**src/hdl/greedy_min_cost_assignment_unit_assert.svh**
```systemverilog
// Assertion macros for the greedy minimum-cost assignment unit.
// Expect clk and rst_n in scope where they are expanded.
`ifndef GREEDY_MIN_COST_ASSIGNMENT_UNIT_ASSERT_SVH
`define GREEDY_MIN_COST_ASSIGNMENT_UNIT_ASSERT_SVH

// Same-cycle implication, disabled while reset is asserted
`define GMCA_ASSERT_NOW(lbl, ante, cons) \
    lbl: assert property (@(posedge clk) disable iff (!rst_n) (ante) |-> (cons)) \
        else $error("gmca: same-cycle check failed");

// Next-cycle implication, disabled while reset is asserted
`define GMCA_ASSERT_NEXT(lbl, ante, cons) \
    lbl: assert property (@(posedge clk) disable iff (!rst_n) (ante) |=> (cons)) \
        else $error("gmca: next-cycle check failed");

`endif

```
**src/hdl/gmca_pkg.sv**
```systemverilog
// Shared widths for the greedy minimum-cost assignment unit.
// No dependencies; used by the channel interfaces and the top level.
`timescale 1ns / 1ps

package gmca_pkg;

    // Width of one signed matrix cost
    localparam int unsigned COST_W = 16;
    // Width of the worker and job index fields of a result item
    localparam int unsigned IDX_W  = 2;

    typedef logic signed [COST_W-1:0] cost_t;
    typedef logic        [IDX_W-1:0]  idx_t;

endpackage

```
**src/hdl/gmca_cost_if.sv**
```systemverilog
// Input channel carrying one matrix cost per item.
// Depends on gmca_pkg for the payload type.
`timescale 1ns / 1ps

interface gmca_cost_if;
    import gmca_pkg::*;

    logic  valid;
    logic  ready;
    cost_t cost;

    modport source (output valid, output cost, input ready);
    modport sink   (input valid, input cost, output ready);
endinterface

```
**src/hdl/gmca_pair_if.sv**
```systemverilog
// Output channel carrying one chosen worker/job pairing per item.
// Depends on gmca_pkg for the payload types.
`timescale 1ns / 1ps

interface gmca_pair_if;
    import gmca_pkg::*;

    logic  valid;
    logic  ready;
    idx_t  worker;
    idx_t  task_res;
    cost_t chosen_cost;
    logic  last_pair;

    modport source (output valid, output worker, output task_res,
                    output chosen_cost, output last_pair, input ready);
    modport sink   (input valid, input worker, input task_res,
                    input chosen_cost, input last_pair, output ready);
endinterface

```
**src/hdl/gmca_ram.sv**
```systemverilog
// Generic single-clock RAM: one write port, one read port, registered read.
// No dependencies.
`timescale 1ns / 1ps

module gmca_ram #(
    parameter int unsigned WIDTH = 16,
    parameter int unsigned DEPTH = 16
) (
    input  logic                     clk,
    input  logic                     wr_en,
    input  logic [$clog2(DEPTH)-1:0] wr_addr,
    input  logic [WIDTH-1:0]         wr_data,
    input  logic                     rd_en,
    input  logic [$clog2(DEPTH)-1:0] rd_addr,
    output logic [WIDTH-1:0]         rd_data
);

    logic [WIDTH-1:0] mem [DEPTH];

    // write port
    always_ff @(posedge clk)
    begin
        if (wr_en)
        begin
            mem[wr_addr] <= wr_data;
        end
    end

    // registered read port
    always_ff @(posedge clk)
    begin
        if (rd_en)
        begin
            rd_data <= mem[rd_addr];
        end
    end

endmodule

```
**src/hdl/greedy_min_cost_assignment_unit.sv**
```systemverilog
// Greedy minimum-cost assignment. Costs arrive one item per cycle while in
// LOAD, in row-major order (row = worker, column = job), and are written to
// a SIZE_N*SIZE_N entry RAM. After the last cost, SIZE_N rounds run; each
// round sweeps the whole RAM through its single read port, one entry per
// cycle, skipping used rows and columns, and then emits the smallest cost
// found (ties to the first entry in row-major order), waiting while the
// output is stalled. No costs are taken during the rounds; the final
// result of a matrix carries last_pair, and loading of the next matrix
// starts at once.
// Depends on gmca_pkg, the channel interfaces, gmca_ram and the assert macros.
`timescale 1ns / 1ps
`include "greedy_min_cost_assignment_unit_assert.svh"

module greedy_min_cost_assignment_unit
    import gmca_pkg::*;
#(
    parameter int unsigned SIZE_N = 4
) (
    input logic         clk,
    input logic         rst_n,
    gmca_cost_if.sink   cost_ch,
    gmca_pair_if.source pair_ch
);

    localparam int unsigned CELLS = SIZE_N * SIZE_N;
    localparam int unsigned AW    = $clog2(CELLS);
    localparam int unsigned RW    = $clog2(SIZE_N);
    // index width wide enough to hold both a row number and an output field
    localparam int unsigned XW    = (RW > IDX_W) ? RW : IDX_W;

    localparam logic [AW-1:0] LAST_CELL = AW'(CELLS - 1);
    localparam logic [RW-1:0] LAST_IDX  = RW'(SIZE_N - 1);

    typedef enum logic [1:0] {
        LOAD,
        SCAN,
        DRAIN,
        EMIT
    } state_t;

    // control
    state_t            state_reg,     state_next;
    logic [AW-1:0]     load_cnt_reg,  load_cnt_next;
    logic [AW-1:0]     scan_addr_reg, scan_addr_next;
    logic [RW-1:0]     scan_row_reg,  scan_row_next;
    logic [RW-1:0]     scan_col_reg,  scan_col_next;
    logic [RW-1:0]     round_reg,     round_next;
    logic [SIZE_N-1:0] rows_taken_reg, rows_taken_next;
    logic [SIZE_N-1:0] cols_taken_reg, cols_taken_next;
    logic              pend_valid_reg, pend_valid_next;
    logic              found_reg,     found_next;
    logic              out_valid_reg, out_valid_next;

    // payload
    logic [RW-1:0]     pend_row_reg, pend_col_reg;
    cost_t             best_reg,     best_next;
    logic [RW-1:0]     best_row_reg, best_row_next;
    logic [RW-1:0]     best_col_reg, best_col_next;
    idx_t              worker_reg, task_reg;
    cost_t             chosen_reg;
    logic              last_reg;

    // RAM ports
    logic              ram_wr_en;
    logic              ram_rd_en;
    logic [COST_W-1:0] ram_rd_data;
    cost_t             rd_cost;

    logic              in_acc;
    logic              out_free;
    logic              emit_fire;
    logic              better;
    logic [XW-1:0]     row_ext, col_ext;

    gmca_ram #(
        .WIDTH (COST_W),
        .DEPTH (CELLS)
    ) u_cost_ram (
        .clk     (clk),
        .wr_en   (ram_wr_en),
        .wr_addr (load_cnt_reg),
        .wr_data (cost_ch.cost),
        .rd_en   (ram_rd_en),
        .rd_addr (scan_addr_reg),
        .rd_data (ram_rd_data)
    );

    // handshakes
    assign cost_ch.ready = (state_reg == LOAD);
    assign in_acc        = cost_ch.valid && cost_ch.ready;
    assign out_free      = !out_valid_reg || pair_ch.ready;
    assign emit_fire     = (state_reg == EMIT) && out_free;
    assign ram_wr_en     = in_acc;
    assign ram_rd_en     = (state_reg == SCAN);
    assign rd_cost       = cost_t'(ram_rd_data);

    // candidate test on the entry returned by the RAM
    assign better = pend_valid_reg && !rows_taken_reg[pend_row_reg]
                    && !cols_taken_reg[pend_col_reg]
                    && (!found_reg || (rd_cost < best_reg));

    // index fields keep the low bits of the row and column
    assign row_ext = XW'(best_row_reg);
    assign col_ext = XW'(best_col_reg);

    // next-state logic
    always_comb
    begin
        state_next      = state_reg;
        load_cnt_next   = load_cnt_reg;
        scan_addr_next  = scan_addr_reg;
        scan_row_next   = scan_row_reg;
        scan_col_next   = scan_col_reg;
        round_next      = round_reg;
        rows_taken_next = rows_taken_reg;
        cols_taken_next = cols_taken_reg;
        pend_valid_next = 1'b0;
        found_next      = found_reg;
        best_next       = best_reg;
        best_row_next   = best_row_reg;
        best_col_next   = best_col_reg;
        out_valid_next  = out_valid_reg && !pair_ch.ready;

        // running minimum over the swept entries
        if (better)
        begin
            found_next    = 1'b1;
            best_next     = rd_cost;
            best_row_next = pend_row_reg;
            best_col_next = pend_col_reg;
        end

        unique case (state_reg)
            LOAD:
            begin
                if (in_acc)
                begin
                    if (load_cnt_reg == LAST_CELL)
                    begin
                        load_cnt_next   = '0;
                        state_next      = SCAN;
                        scan_addr_next  = '0;
                        scan_row_next   = '0;
                        scan_col_next   = '0;
                        round_next      = '0;
                        rows_taken_next = '0;
                        cols_taken_next = '0;
                        found_next      = 1'b0;
                    end
                    else
                    begin
                        load_cnt_next = load_cnt_reg + AW'(1);
                    end
                end
            end
            SCAN:
            begin
                pend_valid_next = 1'b1;
                scan_addr_next  = scan_addr_reg + AW'(1);
                if (scan_col_reg == LAST_IDX)
                begin
                    scan_col_next = '0;
                    scan_row_next = scan_row_reg + RW'(1);
                end
                else
                begin
                    scan_col_next = scan_col_reg + RW'(1);
                end
                if (scan_addr_reg == LAST_CELL)
                begin
                    state_next = DRAIN;
                end
            end
            DRAIN:
            begin
                // the last entry of the sweep is compared in this cycle
                state_next = EMIT;
            end
            EMIT:
            begin
                if (out_free)
                begin
                    out_valid_next  = 1'b1;
                    rows_taken_next = rows_taken_reg | (SIZE_N'(1) << best_row_reg);
                    cols_taken_next = cols_taken_reg | (SIZE_N'(1) << best_col_reg);
                    found_next      = 1'b0;
                    scan_addr_next  = '0;
                    scan_row_next   = '0;
                    scan_col_next   = '0;
                    if (round_reg == LAST_IDX)
                    begin
                        round_next = '0;
                        state_next = LOAD;
                    end
                    else
                    begin
                        round_next = round_reg + RW'(1);
                        state_next = SCAN;
                    end
                end
            end
            default:
            begin
                state_next = LOAD;
            end
        endcase
    end

    // state and control registers
    always_ff @(posedge clk or negedge rst_n)
    begin
        if (!rst_n)
        begin
            state_reg      <= LOAD;
            load_cnt_reg   <= '0;
            scan_addr_reg  <= '0;
            scan_row_reg   <= '0;
            scan_col_reg   <= '0;
            round_reg      <= '0;
            rows_taken_reg <= '0;
            cols_taken_reg <= '0;
            pend_valid_reg <= 1'b0;
            found_reg      <= 1'b0;
            out_valid_reg  <= 1'b0;
        end
        else
        begin
            state_reg      <= state_next;
            load_cnt_reg   <= load_cnt_next;
            scan_addr_reg  <= scan_addr_next;
            scan_row_reg   <= scan_row_next;
            scan_col_reg   <= scan_col_next;
            round_reg      <= round_next;
            rows_taken_reg <= rows_taken_next;
            cols_taken_reg <= cols_taken_next;
            pend_valid_reg <= pend_valid_next;
            found_reg      <= found_next;
            out_valid_reg  <= out_valid_next;
        end
    end

    // payload registers: read pipeline, running best, output item
    always_ff @(posedge clk)
    begin
        pend_row_reg <= scan_row_reg;
        pend_col_reg <= scan_col_reg;
        best_reg     <= best_next;
        best_row_reg <= best_row_next;
        best_col_reg <= best_col_next;
        if (emit_fire)
        begin
            worker_reg <= row_ext[IDX_W-1:0];
            task_reg   <= col_ext[IDX_W-1:0];
            chosen_reg <= best_reg;
            last_reg   <= (round_reg == LAST_IDX);
        end
    end

    assign pair_ch.valid       = out_valid_reg;
    assign pair_ch.worker      = worker_reg;
    assign pair_ch.task_res    = task_reg;
    assign pair_ch.chosen_cost = chosen_reg;
    assign pair_ch.last_pair   = last_reg;

    // checks
    `GMCA_ASSERT_NEXT(a_start_clean, in_acc && (load_cnt_reg == LAST_CELL),
        (state_reg == SCAN) && (rows_taken_reg == '0) && (cols_taken_reg == '0))
    `GMCA_ASSERT_NOW(a_pick_free, state_reg == EMIT,
        found_reg && !rows_taken_reg[best_row_reg] && !cols_taken_reg[best_col_reg])
    `GMCA_ASSERT_NOW(a_mask_count, state_reg == SCAN,
        ($countones(rows_taken_reg) == int'(round_reg))
        && ($countones(cols_taken_reg) == int'(round_reg)))
    `GMCA_ASSERT_NEXT(a_final_item, emit_fire && (round_reg == LAST_IDX),
        (state_reg == LOAD) && pair_ch.valid && pair_ch.last_pair)

endmodule
```
**src/flat_wrapper.sv**
```systemverilog
// flat-port wrapper written by rule: the top's interface ports become plain ports
module greedy_min_cost_assignment_unit_flat import gmca_pkg::*;
#(
    parameter int unsigned SIZE_N = 4
)
  (clk, rst_n, cost_ch_valid, cost_ch_cost, cost_ch_ready, pair_ch_valid, pair_ch_worker, pair_ch_task_res, pair_ch_chosen_cost, pair_ch_last_pair, pair_ch_ready);
  gmca_cost_if cost_ch_i ();
  gmca_pair_if pair_ch_i ();
  input logic clk;
  input logic rst_n;
  input wire logic [$bits(cost_ch_i.valid)-1:0] cost_ch_valid;
  input wire logic [$bits(cost_ch_i.cost)-1:0] cost_ch_cost;
  output wire logic [$bits(cost_ch_i.ready)-1:0] cost_ch_ready;
  output wire logic [$bits(pair_ch_i.valid)-1:0] pair_ch_valid;
  output wire logic [$bits(pair_ch_i.worker)-1:0] pair_ch_worker;
  output wire logic [$bits(pair_ch_i.task_res)-1:0] pair_ch_task_res;
  output wire logic [$bits(pair_ch_i.chosen_cost)-1:0] pair_ch_chosen_cost;
  output wire logic [$bits(pair_ch_i.last_pair)-1:0] pair_ch_last_pair;
  input wire logic [$bits(pair_ch_i.ready)-1:0] pair_ch_ready;
  assign cost_ch_i.valid = cost_ch_valid;
  assign cost_ch_i.cost = cost_ch_cost;
  assign cost_ch_ready = cost_ch_i.ready;
  assign pair_ch_valid = pair_ch_i.valid;
  assign pair_ch_worker = pair_ch_i.worker;
  assign pair_ch_task_res = pair_ch_i.task_res;
  assign pair_ch_chosen_cost = pair_ch_i.chosen_cost;
  assign pair_ch_last_pair = pair_ch_i.last_pair;
  assign pair_ch_i.ready = pair_ch_ready;
  greedy_min_cost_assignment_unit #(.SIZE_N(SIZE_N)) u_core (.clk(clk), .rst_n(rst_n), .cost_ch(cost_ch_i), .pair_ch(pair_ch_i));
endmodule
```
**config.mk**
```make
export PLATFORM = sky130hd
export DESIGN_NAME = greedy_min_cost_assignment_unit_flat
export DESIGN_NICKNAME = d
export VERILOG_FILES = /design/src/hdl/gmca_pkg.sv /design/src/hdl/gmca_cost_if.sv /design/src/hdl/gmca_pair_if.sv /design/src/hdl/gmca_ram.sv /design/src/hdl/greedy_min_cost_assignment_unit.sv /design/src/flat_wrapper.sv
export VERILOG_INCLUDE_DIRS = /design/src /design/src/hdl
export SDC_FILE = /design/constraint.sdc
export NUM_CORES = 1
export LEC_CHECK = 0
export BUFFER_PORTS_ARGS = -buffer_cell sky130_fd_sc_hd__buf_2
export CORE_ASPECT_RATIO = 1.1
export CORE_MARGIN = 2
export CORE_UTILIZATION = 61
export CTS_CLUSTER_SIZE = 24
export DETAILED_ROUTE_END_ITERATION = 7
export PLACE_DENSITY = 0.75
export SETUP_SLACK_MARGIN = 0.3
export SYNTH_ARGS = -nofsm -noshare
export SYNTH_HDL_FRONTEND = slang
export SYNTH_HIERARCHICAL = 1
export SYNTH_SLANG_ARGS = --single-unit
```
**constraint.sdc**
```tcl
create_clock -name clk -period 5.1 [get_ports clk]
set_clock_uncertainty 0.2 [all_clocks]
set_input_delay 1.275 -clock clk [delete_from_list [all_inputs] [get_ports clk]]
set_output_delay 1.275 -clock clk [all_outputs]
set_load 0.1 [all_outputs]
```
==> metrics.txt <==
kind of critical path reg2out; first-pass GRT wire length 39320 um; Post-Route WL 25270 um; clk sink count 344; vias 6633; global placement routability congestion 0.8155; Post-synth EDFFs 313; unique cell type count in the Yosys netlist 44; worst relative slew slack 0.1376; die height 158.6 um; initial DRC count 616; Hold Path Stages 0; Critical Path Sink Type output port; Initial Util 0.6225; Slew Limit Fails 0; Die Wd 144.6 um; drt drc 0; standard-cell row count 56; CP max FO 7; Power per Cell Area 546.9 nW/um^2; Antenna Violating Nets Remaining 0; buffer levels on the longest clock path 3; ANT cells 0; First-pass DRT Iterations 5; gr usage total 0.2343; Seq/Total Area, Yosys 0.7659; # Max-Cap Violations 0; Reg-to-Reg End u_core/u_cost_ram/mem[0][9]; static leakage 5.082 nW; Cells after Synth 669; GRT Residual Overflow 0; fmax 0.2960 GHz; core area 21300 um^2; Top Ports 43; DP Worst Slack 1.627 ns; Die Area 22930 um^2; fin worst setup slack 1.721 ns; Worst Path Required 3.62 ns; asr flop ratio synth 0.07849; Biggest register u_core/u_cost_ram/mem; Hold EP u_core/pend_col_reg[1]; Mapped Area 13260 um^2; max reg flops 256; layout cells sized above 1 0.2308; Reg2Reg Setup Slack 2.05 ns; Clk pin slew, worst setup/hold paths 0.06 ns; CTS tree yes; CTS resizes 0; RSZ-0062 raised after global routing false; vias per cell 6.275; Setup Buffers After CTS 0; largest net degree at the start of global routing 40; syn avg cell area 19.82 um^2; number of synthesis warnings 6; Util after Layout 0.7021; vias in the first global route 6697; Fin. Hold Viols 0; initial antenna violation count 0; top_reg_cell synth edfxtp_1; clock latency at the later pin of the worst-skew pair 0.51 ns; VDD IR max 0.0002890 V; Post-Route Setup TNS 0 ns; pin slew with the least headroom to its limit 1.291 ns; Syn Nets 712; #FFs+latches synth 344; htree depth 2; Reg2Reg Depth 7; status complete, no violations; Tcrit/Tclk final 0.6625; Arrival @ worst endpoint 1.90 ns; nets 787; average wire per standard cell 23.91 um; Hold Path Origin u_core/scan_col_reg[1]; Pwr Total 8.180 mW; min Tclk post-route 3.379 ns; Startpoint Class flop; hold_buf cts 0; Setup violations, final 0; Buffers on Ports 42; clk root buf clkbuf_16; worst hold path class reg2reg; area growth from synthesis to layout 12.80%; RR Startpoint u_core/state_reg[0]; CTS buffer count 35; hpwl dp 15630 um
-- layout by cell type, fill, tap and decap left out, types with 2 or more instances in the layout --
master     netlist  final
a21o_1           2      2
a21oi_1          9      9
a22oi_1         33     33
a31oi_1          8      8
and2_1           3      3
buf_2            3     42
buf_4            4     21
bufinv_16        0      2
clkbuf_1        10      8
clkbuf_16        0     37
clkinv_1         0      8
clkinv_2         0      3
dfrtp_1         27     25
dfxtp_1          4      4
edfxtp_1       313    313
ha_1            23     23
inv_1           25     25
mux4_1          10     10
mux4_2          56     56
nand2_1         39     39
nand2b_1         6      6
nand3_1          6      6
nand3b_1         3      3
nor2_1          28     28
nor2b_1          6      6
nor3_1           8      4
nor3_2           0      4
o21ai_0          6      6
o21ai_1          9      9
o31ai_1          2      2
-- synthesized netlist by cell type, types with 2 or more instances --
cell,instances,area share
buf_1,4,0.0011
mux4_2,56,0.095
nor3_1,8,0.0030
mux4_1,10,0.020
buf_2,3,0.0011
dfxtp_1,4,0.0060
edfxtp_1,313,0.71
nand2b_1,6,0.0028
a21o_1,2,0.0011
clkbuf_1,10,0.0028
a22oi_1,33,0.019
nand3b_1,3,0.0017
o21ai_0,6,0.0023
nor2b_1,6,0.0028
nand2_1,39,0.011
and2_1,3,0.0014
nand3_1,6,0.0023
dfrtp_1,27,0.051
inv_1,25,0.0071
nor2_1,28,0.0079
o31ai_1,2,0.0011
a31oi_1,8,0.0038
a21oi_1,9,0.0034
buf_6,4,0.0034
o21ai_1,9,0.0034
ha_1,23,0.022
a311oi_1,2,0.0013
buf_4,4,0.0023
-- worst max-delay path, cell delays in order (launching register included) --
cell,delay [ns]
dfrtp_1,0.41
inv_1,0.15
ha_1,0.35
buf_2,0.49
-- layout make-up --
| cell class | instances | area (um^2) |
|---|---|---|
| timing repair buffer | 63 | 367.9 |
| clock buffer | 45 | 955.9 |
| tap | 290 | 362.8 |
| inverter | 25 | 93.84 |
| multi-input combinational | 275 | 2894 |
| sequential | 344 | 10160 |
| fill | 1309 | 6345 |
| clock inverter | 15 | 121.4 |
-- layer usage --
| layer | vias to the layer above | share of wire | track usage |
|---|---|---|---|
| li1 | 2856 | - | - |
| met1 | 3455 | 0.39 | 0.3218 |
| met2 | 275 | 0.51 | 0.3852 |
| met3 | 47 | 0.071 | 0.05113 |
| met4 | 0 | 0.026 | 0.07027 |
| met5 | - | 0 | 0 |
-- per-stage QoR --
stage          area, um^2  instances  hold slack (ns)
3_3_place_gp        13880        997           0.1823
2_1_floorplan       13260        669           0.1709
5_1_grt             14960       1057           0.2198
6_report            14960       1057           0.2018
4_1_cts             14960       1057           0.2012
3_5_place_dp        13880        997           0.1889
-- how the worst max path moves through the flow --
stage | end | slack, ns | from
floorplan | u_core/u_cost_ram/mem[0][0] | 1.03 | u_core/state_reg[0]
global placement | u_core/u_cost_ram/mem[0][2] | 1.76 | cost_ch_valid
detailed placement | u_core/u_cost_ram/mem[0][5] | 1.63 | cost_ch_valid
CTS | cost_ch_ready | 1.71 | u_core/state_reg[0]
global route | cost_ch_ready | 1.65 | u_core/state_reg[0]
finish | cost_ch_ready | 1.72 | u_core/state_reg[0]
-- report_power, final --
group          internal [mW]  switching (mW)
Combinational          0.680            1.35
Sequential              3.49           0.265
Clock                   1.42           0.979
Total                   5.59            2.59
-- logic make-up after synthesis --
group                      after synthesis  synth area share
AOI/OAI and AO/OA                       80           0.04152
xor gates and xnor gates                 1         0.0006607
adders and majority gates               23           0.02170
buffers and inverters                   50           0.01783
DFF                                    344            0.7659
muxes                                   67            0.1158
and+or+nand+nor                        104           0.03662
Power figures use the tool's default switching activity.
